[config.mk]
export PLATFORM = sky130hd
export DESIGN_NAME = drive_mix_with_strafe_deploy_top
export DESIGN_NICKNAME = d
export VERILOG_FILES = /design/src/design/dmsd_pkg.sv /design/src/design/drive_mix_with_strafe_deploy_top.sv
export SDC_FILE = /design/constraint.sdc
export NUM_CORES = 2
export LEC_CHECK = 0
export BUFFER_PORTS_ARGS = -buffer_cell sky130_fd_sc_hd__buf_4
export CORE_MARGIN = 4
export CORE_UTILIZATION = 55
export DETAILED_ROUTE_END_ITERATION = 16
export PLACE_DENSITY = 0.86
export SLEW_MARGIN = 10
export SYNTH_ARGS = -nofsm -noshare
export SYNTH_HDL_FRONTEND = slang
export SYNTH_SLANG_ARGS = --single-unit
[constraint.sdc]
create_clock -name clock -period 50.5 [get_ports clock]
set_input_delay 5.05 -clock clock [delete_from_list [all_inputs] [get_ports clock]]
set_output_delay 5.05 -clock clock [all_outputs]
set_load 0.02 [all_outputs]
[src/design/dmsd_pkg.sv]
// ----------------------------------------------------------------------------
// dmsd_pkg
// Widths, register map and piston state codes shared by the drive mixer.
// ----------------------------------------------------------------------------
package dmsd_pkg;

   // Fixed field widths of the request and response channels.
   localparam int DEMAND_W = 16;
   localparam int POWER_W  = 16;
   localparam int PISTON_W = 2;

   // Configuration port.
   localparam int CSR_ADDR_W  = 3;
   localparam int CSR_DATA_W  = 32;
   localparam int CSR_INDEX_W = CSR_ADDR_W - 2;

   localparam logic [CSR_INDEX_W-1:0] REG_STATIONARY_THRESHOLD = 1'b0;

   // Stationary threshold register, reset to 0.1 in Q1.14.
   localparam int               THRESH_W     = 15;
   localparam logic [THRESH_W-1:0] THRESH_RESET = 15'd1638;

   // Piston state codes.
   localparam logic [PISTON_W-1:0] PISTON_FULL     = 2'd0;
   localparam logic [PISTON_W-1:0] PISTON_EMPTY    = 2'd1;
   localparam logic [PISTON_W-1:0] PISTON_FILLING  = 2'd2;
   localparam logic [PISTON_W-1:0] PISTON_EMPTYING = 2'd3;

endpackage

[src/design/drive_mix_with_strafe_deploy_top.sv]
// ----------------------------------------------------------------------------
// drive_mix_with_strafe_deploy_top
// Arcade drive mixer with wheel power normalisation and strafe piston decision.
//
// Usage: each request on the req_ channel carries strafe, forward and turn
// demands in signed fixed point with FRACTION_BITS fraction bits, plus the
// current piston state. Each request yields exactly one response on the rsp_
// channel with left, right and centre wheel powers and the piston command.
// Both channels use a valid/ready handshake; a transfer happens on a rising
// clock edge with valid and ready both high.
// The pipeline runs through four mixing stages, one restoring division stage per
// quotient bit and the output register. A new request is accepted in every
// cycle in which the pipeline advances (output register empty or rsp_ready
// high), so the sustained rate is one request per clock unless rsp_ready stalls.
// When the receiver holds rsp_ready low with a response waiting, the whole
// pipeline freezes and req_ready drops in the same cycle; nothing is lost or repeated.
// Reset (synchronous, active high) empties the pipeline and sets the
// stationary threshold to 0.1. The threshold is written through the csr_ port
// and is meant to change only while no request is in flight.
// ----------------------------------------------------------------------------
module drive_mix_with_strafe_deploy_top #(
   parameter int FRACTION_BITS = 14
) (
   input  logic                                    clock,
   input  logic                                    reset,
   input  logic                                    req_valid,
   output logic                                    req_ready,
   input  logic signed [dmsd_pkg::DEMAND_W-1:0]    req_strafe_demand,
   input  logic signed [dmsd_pkg::DEMAND_W-1:0]    req_forward_demand,
   input  logic signed [dmsd_pkg::DEMAND_W-1:0]    req_turn_demand,
   input  logic        [dmsd_pkg::PISTON_W-1:0]    req_piston_state,
   output logic                                    rsp_valid,
   input  logic                                    rsp_ready,
   output logic signed [dmsd_pkg::POWER_W-1:0]     rsp_left_power,
   output logic signed [dmsd_pkg::POWER_W-1:0]     rsp_right_power,
   output logic signed [dmsd_pkg::POWER_W-1:0]     rsp_center_power,
   output logic                                    rsp_deploy_piston,
   input  logic                                    csr_psel,
   input  logic                                    csr_penable,
   input  logic                                    csr_pwrite,
   input  logic        [dmsd_pkg::CSR_ADDR_W-1:0]  csr_paddr,
   input  logic        [dmsd_pkg::CSR_DATA_W-1:0]  csr_pwdata,
   output logic        [dmsd_pkg::CSR_DATA_W-1:0]  csr_prdata,
   output logic                                    csr_pready
);
   import dmsd_pkg::*;

   // Width of a saturated demand. From fifteen fraction bits on, 1.0 no longer
   // fits the demand field, so saturation never bites and the field width holds.
   localparam int SW = (FRACTION_BITS < 15) ? FRACTION_BITS + 2 : DEMAND_W;
   // Width of a mixed wheel value (signed) and of any magnitude (unsigned).
   // Unsaturated full-width demands can sum to twice the field range.
   localparam int MW = (FRACTION_BITS < 15) ? SW + 1 : SW + 2;
   // Quotient width: the normalised value never exceeds 1.0.
   localparam int QW = FRACTION_BITS + 1;
   // Common width for comparisons against 1.0 and the threshold.
   localparam int CW = (FRACTION_BITS + 2 > DEMAND_W + 1) ? FRACTION_BITS + 2 : DEMAND_W + 1;

   localparam logic        [CW-1:0] ONE_U     = {{(CW-1){1'b0}}, 1'b1} << FRACTION_BITS;
   localparam logic signed [CW-1:0] ONE_S     = ONE_U;
   localparam logic signed [CW-1:0] NEG_ONE_S = {CW{1'b0}} - ONE_U;

   // Values carried alongside the divider.
   typedef struct packed {
      logic [MW-1:0]      wheel;
      logic               neg_l;
      logic               neg_r;
      logic               div;
      logic               deploy;
      logic [POWER_W-1:0] left_raw;
      logic [POWER_W-1:0] right_raw;
      logic [POWER_W-1:0] center;
   } carry_type;

   // Clamps a demand to the range -1.0 to 1.0.
   function automatic logic signed [SW-1:0] sat_one(input logic signed [DEMAND_W-1:0] v);
      logic signed [CW-1:0] e;
      e = CW'(v);
      if (e > ONE_S) begin
         return SW'(ONE_S);
      end else if (e < NEG_ONE_S) begin
         return SW'(NEG_ONE_S);
      end else begin
         return SW'(e);
      end
   endfunction

   // Magnitude of a mixed or saturated value.
   function automatic logic [MW-1:0] mag(input logic signed [MW-1:0] v);
      logic signed [MW-1:0] n;
      n = -v;
      return v[MW-1] ? MW'(n) : MW'(v);
   endfunction

   // ------------------------------------------------------------------------
   // Configuration register
   // ------------------------------------------------------------------------
   logic [THRESH_W-1:0]    thresh_ff;
   logic [CSR_INDEX_W-1:0] csr_index;
   logic                   csr_write;

   assign csr_index  = csr_paddr[CSR_ADDR_W-1:2];
   assign csr_write  = csr_psel && csr_penable && csr_pwrite;
   assign csr_pready = 1'b1;

   always_ff @(posedge clock) begin
      if (reset) begin
         thresh_ff <= THRESH_RESET;
      end else if (csr_write && (csr_index == REG_STATIONARY_THRESHOLD)) begin
         thresh_ff <= csr_pwdata[THRESH_W-1:0];
      end
   end

   always_comb begin
      unique case (csr_index)
         REG_STATIONARY_THRESHOLD: csr_prdata = CSR_DATA_W'(thresh_ff);
         default:                  csr_prdata = '0;
      endcase
   end

   // ------------------------------------------------------------------------
   // Flow control: every stage moves together whenever the output register is
   // empty or is being read out in this cycle.
   // ------------------------------------------------------------------------
   logic out_valid_ff;
   logic advance;

   assign advance   = !out_valid_ff || rsp_ready;
   assign req_ready = advance;

   // ------------------------------------------------------------------------
   // Stage 1: saturate the demands.
   // ------------------------------------------------------------------------
   logic                 s1_valid_ff;
   logic signed [SW-1:0] s1_x_ff, s1_y_ff, s1_t_ff;
   logic [PISTON_W-1:0]  s1_piston_ff;

   always_ff @(posedge clock) begin
      if (reset) begin
         s1_valid_ff <= 1'b0;
      end else if (advance) begin
         s1_valid_ff <= req_valid;
      end
   end

   always_ff @(posedge clock) begin
      if (advance) begin
         s1_x_ff      <= sat_one(req_strafe_demand);
         s1_y_ff      <= sat_one(req_forward_demand);
         s1_t_ff      <= sat_one(req_turn_demand);
         s1_piston_ff <= req_piston_state;
      end
   end

   // ------------------------------------------------------------------------
   // Stage 2: mix into left and right, take the strafe magnitude.
   // ------------------------------------------------------------------------
   logic                 s2_valid_ff;
   logic signed [MW-1:0] s2_l_ff, s2_r_ff;
   logic signed [SW-1:0] s2_x_ff;
   logic [MW-1:0]        s2_ax_ff;
   logic [PISTON_W-1:0]  s2_piston_ff;
   logic signed [MW-1:0] s2_l_in, s2_r_in;

   assign s2_l_in = -(MW'(s1_y_ff) + MW'(s1_t_ff));
   assign s2_r_in = MW'(s1_y_ff) - MW'(s1_t_ff);

   always_ff @(posedge clock) begin
      if (reset) begin
         s2_valid_ff <= 1'b0;
      end else if (advance) begin
         s2_valid_ff <= s1_valid_ff;
      end
   end

   always_ff @(posedge clock) begin
      if (advance) begin
         s2_l_ff      <= s2_l_in;
         s2_r_ff      <= s2_r_in;
         s2_x_ff      <= s1_x_ff;
         s2_ax_ff     <= mag(MW'(s1_x_ff));
         s2_piston_ff <= s1_piston_ff;
      end
   end

   // ------------------------------------------------------------------------
   // Stage 3: wheel magnitudes and the larger of the two.
   // ------------------------------------------------------------------------
   logic                 s3_valid_ff;
   logic signed [MW-1:0] s3_l_ff, s3_r_ff;
   logic signed [SW-1:0] s3_x_ff;
   logic [MW-1:0]        s3_ax_ff, s3_al_ff, s3_ar_ff, s3_wheel_ff;
   logic [PISTON_W-1:0]  s3_piston_ff;
   logic [MW-1:0]        s3_al_in, s3_ar_in;

   assign s3_al_in = mag(s2_l_ff);
   assign s3_ar_in = mag(s2_r_ff);

   always_ff @(posedge clock) begin
      if (reset) begin
         s3_valid_ff <= 1'b0;
      end else if (advance) begin
         s3_valid_ff <= s2_valid_ff;
      end
   end

   always_ff @(posedge clock) begin
      if (advance) begin
         s3_l_ff      <= s2_l_ff;
         s3_r_ff      <= s2_r_ff;
         s3_x_ff      <= s2_x_ff;
         s3_ax_ff     <= s2_ax_ff;
         s3_al_ff     <= s3_al_in;
         s3_ar_ff     <= s3_ar_in;
         s3_wheel_ff  <= (s3_al_in > s3_ar_in) ? s3_al_in : s3_ar_in;
         s3_piston_ff <= s2_piston_ff;
      end
   end

   // ------------------------------------------------------------------------
   // Stage 4: piston decision and whether the wheels need normalising.
   // Both decisions use the magnitudes before any scaling.
   // ------------------------------------------------------------------------
   logic          s4_valid_ff;
   logic [MW-1:0] s4_al_ff, s4_ar_ff;
   carry_type     s4_carry_ff;
   carry_type     s4_carry_in;
   logic [MW-1:0] s4_biggest;
   logic          s4_stationary;

   always_comb begin
      s4_biggest    = (s3_wheel_ff > s3_ax_ff) ? s3_wheel_ff : s3_ax_ff;
      s4_stationary = CW'(s4_biggest) < CW'(thresh_ff);

      s4_carry_in.wheel = s3_wheel_ff;
      s4_carry_in.neg_l = s3_l_ff[MW-1];
      s4_carry_in.neg_r = s3_r_ff[MW-1];
      s4_carry_in.div   = CW'(s3_wheel_ff) > ONE_U;
      if (s4_stationary) begin
         // Standing still: keep the wheel down if the piston is down or going down.
         s4_carry_in.deploy = (s3_piston_ff == PISTON_FULL) ||
                              (s3_piston_ff == PISTON_FILLING);
      end else begin
         // Moving: lower the wheel when strafe is at least half the wheel demand.
         s4_carry_in.deploy = {s3_ax_ff, 1'b0} >= {1'b0, s3_wheel_ff};
      end
      s4_carry_in.left_raw  = POWER_W'(s3_l_ff);
      s4_carry_in.right_raw = POWER_W'(s3_r_ff);
      s4_carry_in.center    = POWER_W'(s3_x_ff);
   end

   always_ff @(posedge clock) begin
      if (reset) begin
         s4_valid_ff <= 1'b0;
      end else if (advance) begin
         s4_valid_ff <= s3_valid_ff;
      end
   end

   always_ff @(posedge clock) begin
      if (advance) begin
         s4_al_ff    <= s3_al_ff;
         s4_ar_ff    <= s3_ar_ff;
         s4_carry_ff <= s4_carry_in;
      end
   end

   // ------------------------------------------------------------------------
   // Restoring division, one quotient bit per stage, for left and right in
   // parallel. It computes |value| * 1.0 / wheel; as |value| never exceeds the
   // wheel magnitude, the top quotient bit is a plain compare and each later
   // bit shifts the remainder left by one.
   // ------------------------------------------------------------------------
   logic          dv_valid_ff [QW];
   logic [MW-1:0] dv_rem_l_ff [QW];
   logic [MW-1:0] dv_rem_r_ff [QW];
   logic [QW-1:0] dv_q_l_ff   [QW];
   logic [QW-1:0] dv_q_r_ff   [QW];
   carry_type     dv_carry_ff [QW];

   for (genvar k = 0; k < QW; k++) begin : g_div
      logic          valid_src;
      logic [MW:0]   trial_l, trial_r, div_w, diff_l, diff_r;
      logic [QW-1:0] q_l_src, q_r_src;
      logic          ge_l, ge_r;
      carry_type     carry_src;

      if (k == 0) begin : g_first
         assign valid_src = s4_valid_ff;
         assign trial_l   = {1'b0, s4_al_ff};
         assign trial_r   = {1'b0, s4_ar_ff};
         assign q_l_src   = '0;
         assign q_r_src   = '0;
         assign carry_src = s4_carry_ff;
      end else begin : g_next
         assign valid_src = dv_valid_ff[k-1];
         assign trial_l   = {dv_rem_l_ff[k-1], 1'b0};
         assign trial_r   = {dv_rem_r_ff[k-1], 1'b0};
         assign q_l_src   = dv_q_l_ff[k-1];
         assign q_r_src   = dv_q_r_ff[k-1];
         assign carry_src = dv_carry_ff[k-1];
      end

      assign div_w  = {1'b0, carry_src.wheel};
      assign ge_l   = trial_l >= div_w;
      assign ge_r   = trial_r >= div_w;
      assign diff_l = trial_l - div_w;
      assign diff_r = trial_r - div_w;

      always_ff @(posedge clock) begin
         if (reset) begin
            dv_valid_ff[k] <= 1'b0;
         end else if (advance) begin
            dv_valid_ff[k] <= valid_src;
         end
      end

      always_ff @(posedge clock) begin
         if (advance) begin
            dv_rem_l_ff[k] <= ge_l ? diff_l[MW-1:0] : trial_l[MW-1:0];
            dv_rem_r_ff[k] <= ge_r ? diff_r[MW-1:0] : trial_r[MW-1:0];
            dv_q_l_ff[k]   <= {q_l_src[QW-2:0], ge_l};
            dv_q_r_ff[k]   <= {q_r_src[QW-2:0], ge_r};
            dv_carry_ff[k] <= carry_src;
         end
      end
   end

   // ------------------------------------------------------------------------
   // Output register: restore the signs of the quotients, or pass the mixed
   // values through when no normalising was needed.
   // ------------------------------------------------------------------------
   carry_type                 last_carry;
   logic signed [QW:0]        q_l_pos, q_r_pos, q_l_signed, q_r_signed;
   logic signed [POWER_W-1:0] left_in, right_in;
   logic signed [POWER_W-1:0] out_left_ff, out_right_ff, out_center_ff;
   logic                      out_deploy_ff;

   always_comb begin
      last_carry = dv_carry_ff[QW-1];
      q_l_pos    = {1'b0, dv_q_l_ff[QW-1]};
      q_r_pos    = {1'b0, dv_q_r_ff[QW-1]};
      q_l_signed = last_carry.neg_l ? -q_l_pos : q_l_pos;
      q_r_signed = last_carry.neg_r ? -q_r_pos : q_r_pos;
      if (last_carry.div) begin
         left_in  = POWER_W'(q_l_signed);
         right_in = POWER_W'(q_r_signed);
      end else begin
         left_in  = last_carry.left_raw;
         right_in = last_carry.right_raw;
      end
   end

   always_ff @(posedge clock) begin
      if (reset) begin
         out_valid_ff <= 1'b0;
      end else if (advance) begin
         out_valid_ff <= dv_valid_ff[QW-1];
      end
   end

   always_ff @(posedge clock) begin
      if (advance) begin
         out_left_ff   <= left_in;
         out_right_ff  <= right_in;
         out_center_ff <= last_carry.center;
         out_deploy_ff <= last_carry.deploy;
      end
   end

   assign rsp_valid         = out_valid_ff;
   assign rsp_left_power    = out_left_ff;
   assign rsp_right_power   = out_right_ff;
   assign rsp_center_power  = out_center_ff;
   assign rsp_deploy_piston = out_deploy_ff;

`ifndef SYNTHESIS
   // A normalised wheel power never exceeds 1.0 in magnitude.
   assert property (@(posedge clock) disable iff (reset)
      dv_valid_ff[QW-1] && dv_carry_ff[QW-1].div |->
         (CW'(dv_q_l_ff[QW-1]) <= ONE_U) && (CW'(dv_q_r_ff[QW-1]) <= ONE_U))
      else $error("normalised wheel quotient above 1.0");

   // The division leaves a remainder below the divisor.
   assert property (@(posedge clock) disable iff (reset)
      dv_valid_ff[QW-1] && dv_carry_ff[QW-1].div |->
         (dv_rem_l_ff[QW-1] < dv_carry_ff[QW-1].wheel) &&
         (dv_rem_r_ff[QW-1] < dv_carry_ff[QW-1].wheel))
      else $error("divider remainder not below the wheel magnitude");

   // While the receiver stalls, the last divider stage keeps its contents.
   assert property (@(posedge clock) disable iff (reset)
      !advance |=> out_valid_ff && $stable(dv_valid_ff[QW-1]) &&
         $stable(dv_q_l_ff[QW-1]) && $stable(dv_q_r_ff[QW-1]))
      else $error("pipeline moved during a stall");
`endif

endmodule
==> impl_metrics.xml <==
<?xml version="1.0" encoding="UTF-8"?>
<metrics>
  <group name="outcome">
    <metric name="run_status" unit="">finished, final reports clean</metric>
  </group>
  <group name="synth">
    <metric name="synth_fa_ha_area_share" unit="%">8.55</metric>
    <metric name="synthSimpleGateAreaFrac" unit="%">7.57</metric>
    <metric name="post_synthesis_mux_area_share" unit="%">4.13</metric>
    <metric name="main_combinational_cell_family_by_area_after_synthesis" unit="">compound AO/OA/AOI/OAI gates</metric>
    <metric name="synth.yosys.warnings" unit="">0</metric>
    <metric name="post_synth_xor_area_fraction" unit="%">3.71</metric>
    <metric name="synth-edff-count" unit="">2097</metric>
    <metric name="synth_flop_cell" unit="">sky130_fd_sc_hd__edfxtp_1</metric>
    <metric name="synthesis.instances" unit="">7023</metric>
    <metric name="synth_seq_cells" unit="">2117</metric>
    <metric name="post_synth_arst_share" unit="%">0</metric>
    <metric name="synth_cell_types" unit="">80</metric>
    <metric name="synth_compound_area_share" unit="%">8.69</metric>
    <metric name="synthesis.area_per_instance" unit="um^2">13.9</metric>
    <metric name="synth.yosys.seq_area_share" unit="%">64.7</metric>
    <metric name="syn-cell-area" unit="mm^2">0.0979</metric>
  </group>
  <group name="worst_setup_path">
    <metric name="crit-reg2reg-launch" unit="">rsp_valid$_SDFFE_PP0N_</metric>
    <metric name="critPathSlowestCell" unit="">sky130_fd_sc_hd__nor2b_1</metric>
    <metric name="worst-setup-path-type" unit="">in -&gt; out</metric>
    <metric name="worst_r2r_path_depth" unit="">7</metric>
    <metric name="crit_required" unit="ns">45.45</metric>
    <metric name="cpMostUsedCell" unit="">sky130_fd_sc_hd__buf_4</metric>
    <metric name="worstSetupStartpointType" unit="">primary input</metric>
    <metric name="slowest_delay" unit="ns">0.63</metric>
    <metric name="critical_path_capture_point_type" unit="">primary output</metric>
    <metric name="worst-endpoint-arrival" unit="ns">6.54</metric>
    <metric name="startpoint" unit="">rsp_ready</metric>
    <metric name="worstPathCellList" unit="">buf_4, nor2b_1, inv_8, buf_4</metric>
    <metric name="worstPathMaxFanout" unit="">121</metric>
  </group>
  <group name="sta">
    <metric name="setup_tns" unit="ns">0</metric>
    <metric name="setup_repair_after_global_routing_missed_its_margin" unit="">false</metric>
    <metric name="finalClockSkew" unit="ns">0.0417</metric>
    <metric name="worst_pin_slew" unit="ns">1.23</metric>
    <metric name="finalSetupViolations" unit="">0</metric>
    <metric name="fmaxAchievable" unit="MHz">86.3</metric>
    <metric name="hold_viol_final" unit="">0</metric>
    <metric name="drv_slew" unit="">0</metric>
    <metric name="timing.slew.headroom" unit="%">18.0</metric>
    <metric name="period_needed" unit="ns">11.59</metric>
    <metric name="min_period_over_period" unit="%">22.9</metric>
  </group>
  <group name="finish">
    <metric name="fillers" unit="">12670</metric>
    <metric name="final_common_cell" unit="">sky130_fd_sc_hd__edfxtp_1</metric>
    <metric name="drive_gt1_share" unit="%">12.2</metric>
    <metric name="final_net_count" unit="">8052</metric>
    <metric name="layout_common_cells" unit="">2097 x sky130_fd_sc_hd__edfxtp_1, 621 x sky130_fd_sc_hd__ha_1, 539 x sky130_fd_sc_hd__inv_1</metric>
    <metric name="area_delta_synth_final" unit="%">11.0</metric>
  </group>
  <group name="routing">
    <metric name="wire_per_inst" unit="um">21.9</metric>
    <metric name="drcViolationCount" unit="">0</metric>
    <metric name="dr.first_iter.drc_count" unit="">6034</metric>
    <metric name="drt_wl_total" unit="um">215000</metric>
    <metric name="routed-via-count" unit="">57542</metric>
    <metric name="drt_pass1_iterations" unit="">6</metric>
    <metric name="vias_per_cell" unit="">5.85</metric>
    <metric name="ant_nets" unit="">0</metric>
  </group>
  <group name="place">
    <metric name="gp_routability_congestion" unit="">0.956</metric>
    <metric name="total_of_buffers_placed_on_input_and_output_ports" unit="">137</metric>
    <metric name="dpl.hpwl" unit="um">151000</metric>
  </group>
  <group name="clock_tree">
    <metric name="worst_skew_pair.late_latency" unit="ns">0.84</metric>
    <metric name="cts.clk_slew.worst_paths" unit="ns">0.06</metric>
    <metric name="cts_tree" unit="">built</metric>
    <metric name="cts.hold.buffers_added" unit="">0</metric>
    <metric name="cts.repair.resized" unit="">0</metric>
    <metric name="clock_path_buffers" unit="">3</metric>
    <metric name="htree_levels" unit="">4</metric>
    <metric name="numClockSinks" unit="">2117</metric>
    <metric name="cts_root_buffer" unit="">sky130_fd_sc_hd__clkbuf_16</metric>
    <metric name="cts.repair_timing.setup_buffer_count" unit="">0</metric>
    <metric name="cts_inserted_buffers" unit="">205</metric>
  </group>
  <group name="grt">
    <metric name="first_pass_grt_wire_length" unit="um">326000</metric>
    <metric name="globalRouteOverflowTotal" unit="">0</metric>
    <metric name="first_global_vias" unit="">56396</metric>
    <metric name="grt_usage" unit="%">22.8</metric>
    <metric name="number_of_antenna_violations_at_the_first_check_in_global_routing" unit="">9</metric>
    <metric name="grt_start_max_net_pins" unit="">196</metric>
  </group>
  <group name="die">
    <metric name="die-height" unit="um">430</metric>
    <metric name="floorplan.core_area" unit="mm^2">0.176</metric>
    <metric name="placementRows" unit="">154</metric>
    <metric name="floorplan.die.width" unit="um">430</metric>
    <metric name="io_pins" unit="">176</metric>
    <metric name="die-area" unit="mm^2">0.185</metric>
    <metric name="starting_utilization_of_the_core_area" unit="%">55.5</metric>
  </group>
  <group name="worst_hold_path">
    <metric name="count_of_cells_along_the_worst_hold_path" unit="">0</metric>
    <metric name="worstHoldPathType" unit="">reg -&gt; reg</metric>
    <metric name="timing.hold.worst.start" unit="">dv_q_r_ff[1][48]$_DFFE_PN_</metric>
  </group>
  <group name="flow_run">
    <metric name="drv.max_cap_violation_count" unit="">0</metric>
  </group>
</metrics>
==> layout make-up <==
cell class,instances,area [um^2],share of cell area (%)
diodes,4,10.0,0.00920
clock buffers,242,5310,4.88
clock inverters,144,1650,1.51
inverters,540,2030,1.87
multi-input cells,4269,32100,29.5
flip-flops and latches,2117,63400,58.3
well taps,2340,2930,2.69
repair buffers,176,1350,1.24
==> sequential cells by signal (all words and copies together), names as in the netlist, 17 cells and up, named ones only <==
name,count
dv_carry_ff,989
dv_rem_l_ff,237
dv_rem_r_ff,237
dv_q_l_ff,120
dv_q_r_ff,120
g_div.carry_src,66
s2_l_ff,17
s3_l_ff,17
s4_al_ff,17
==> per-stage QoR <==
step / utilization (%) / std cells / hold WS (ns) / cell area, um^2 / worst slack, ns
3_3_place_gp: 57.7 / 9442 / 0.400 / 102000 / 38.97
2_1_floorplan: - / 7042 / 0.400 / 98000 / 0.137
6_report: 61.6 / 9832 / 0.397 / 109000 / 38.91
5_1_grt: 61.6 / 9829 / 0.402 / 109000 / 38.78
3_5_place_dp: 57.7 / 9442 / 0.405 / 102000 / 38.89
4_1_cts: 61.6 / 9828 / 0.396 / 109000 / 38.87
==> critical path, delay by kind of cell <==
kind / cells / cell delay [ns]
buffers and inverters: 3 / 0.84
and+or+nand+nor: 1 / 0.63
==> final timing paths <==
check / endpoint / slack, ns
hold reg to reg: dv_q_r_ff[1][64]$_DFFE_PN_ / 0.40
setup / recovery: req_ready / 38.91
setup reg to reg: dv_carry_ff[0][165]$_DFFE_PN_ / 44.35
hold / removal: dv_q_r_ff[1][64]$_DFFE_PN_ / 0.40
==> synth_stat cells, types with 47 or more instances <==
library cell	number	share of area (%)
sky130_fd_sc_hd__nor2b_1	91	0.58
sky130_fd_sc_hd__clkbuf_1	72	0.28
sky130_fd_sc_hd__nor3_1	128	0.65
sky130_fd_sc_hd__edfxtp_1	2097	64
sky130_fd_sc_hd__nand2_1	314	1.2
sky130_fd_sc_hd__nand2b_1	50	0.32
sky130_fd_sc_hd__ha_1	621	7.9
sky130_fd_sc_hd__mux2_2	314	3.6
sky130_fd_sc_hd__nand4_1	59	0.38
sky130_fd_sc_hd__o21ai_0	249	1.3
sky130_fd_sc_hd__or3_1	74	0.47
sky130_fd_sc_hd__a21o_1	118	0.90
sky130_fd_sc_hd__o21a_1	100	0.77
sky130_fd_sc_hd__xor2_1	147	1.3
sky130_fd_sc_hd__nor4_1	51	0.33
sky130_fd_sc_hd__and2_1	98	0.63
sky130_fd_sc_hd__inv_1	540	2.1
sky130_fd_sc_hd__nor2_1	405	1.6
sky130_fd_sc_hd__nand3_1	109	0.56
sky130_fd_sc_hd__a31oi_1	47	0.30
sky130_fd_sc_hd__a21oi_1	413	2.1
sky130_fd_sc_hd__xnor2_1	268	2.4
==> cells by family after synthesis <==
family          Yosys count
compound gates         1317
fa+ha+maj               651
mux                     362
buf+inv                 656
flops                  2117
simple gates           1503
xor+xnor                415
other cells               2
==> layer usage <==
metal	track usage, %	up-vias	share of wire, %
met4	9.97	6	4.6
met5	0	-	0.016
met2	38.5	2261	49
li1	-	26918	-
met1	29.5	27884	40
met3	3.45	473	6.2
Power is not shown: default switching activity piles up to over one toggle a cycle in this logic, so the estimate is an artifact.
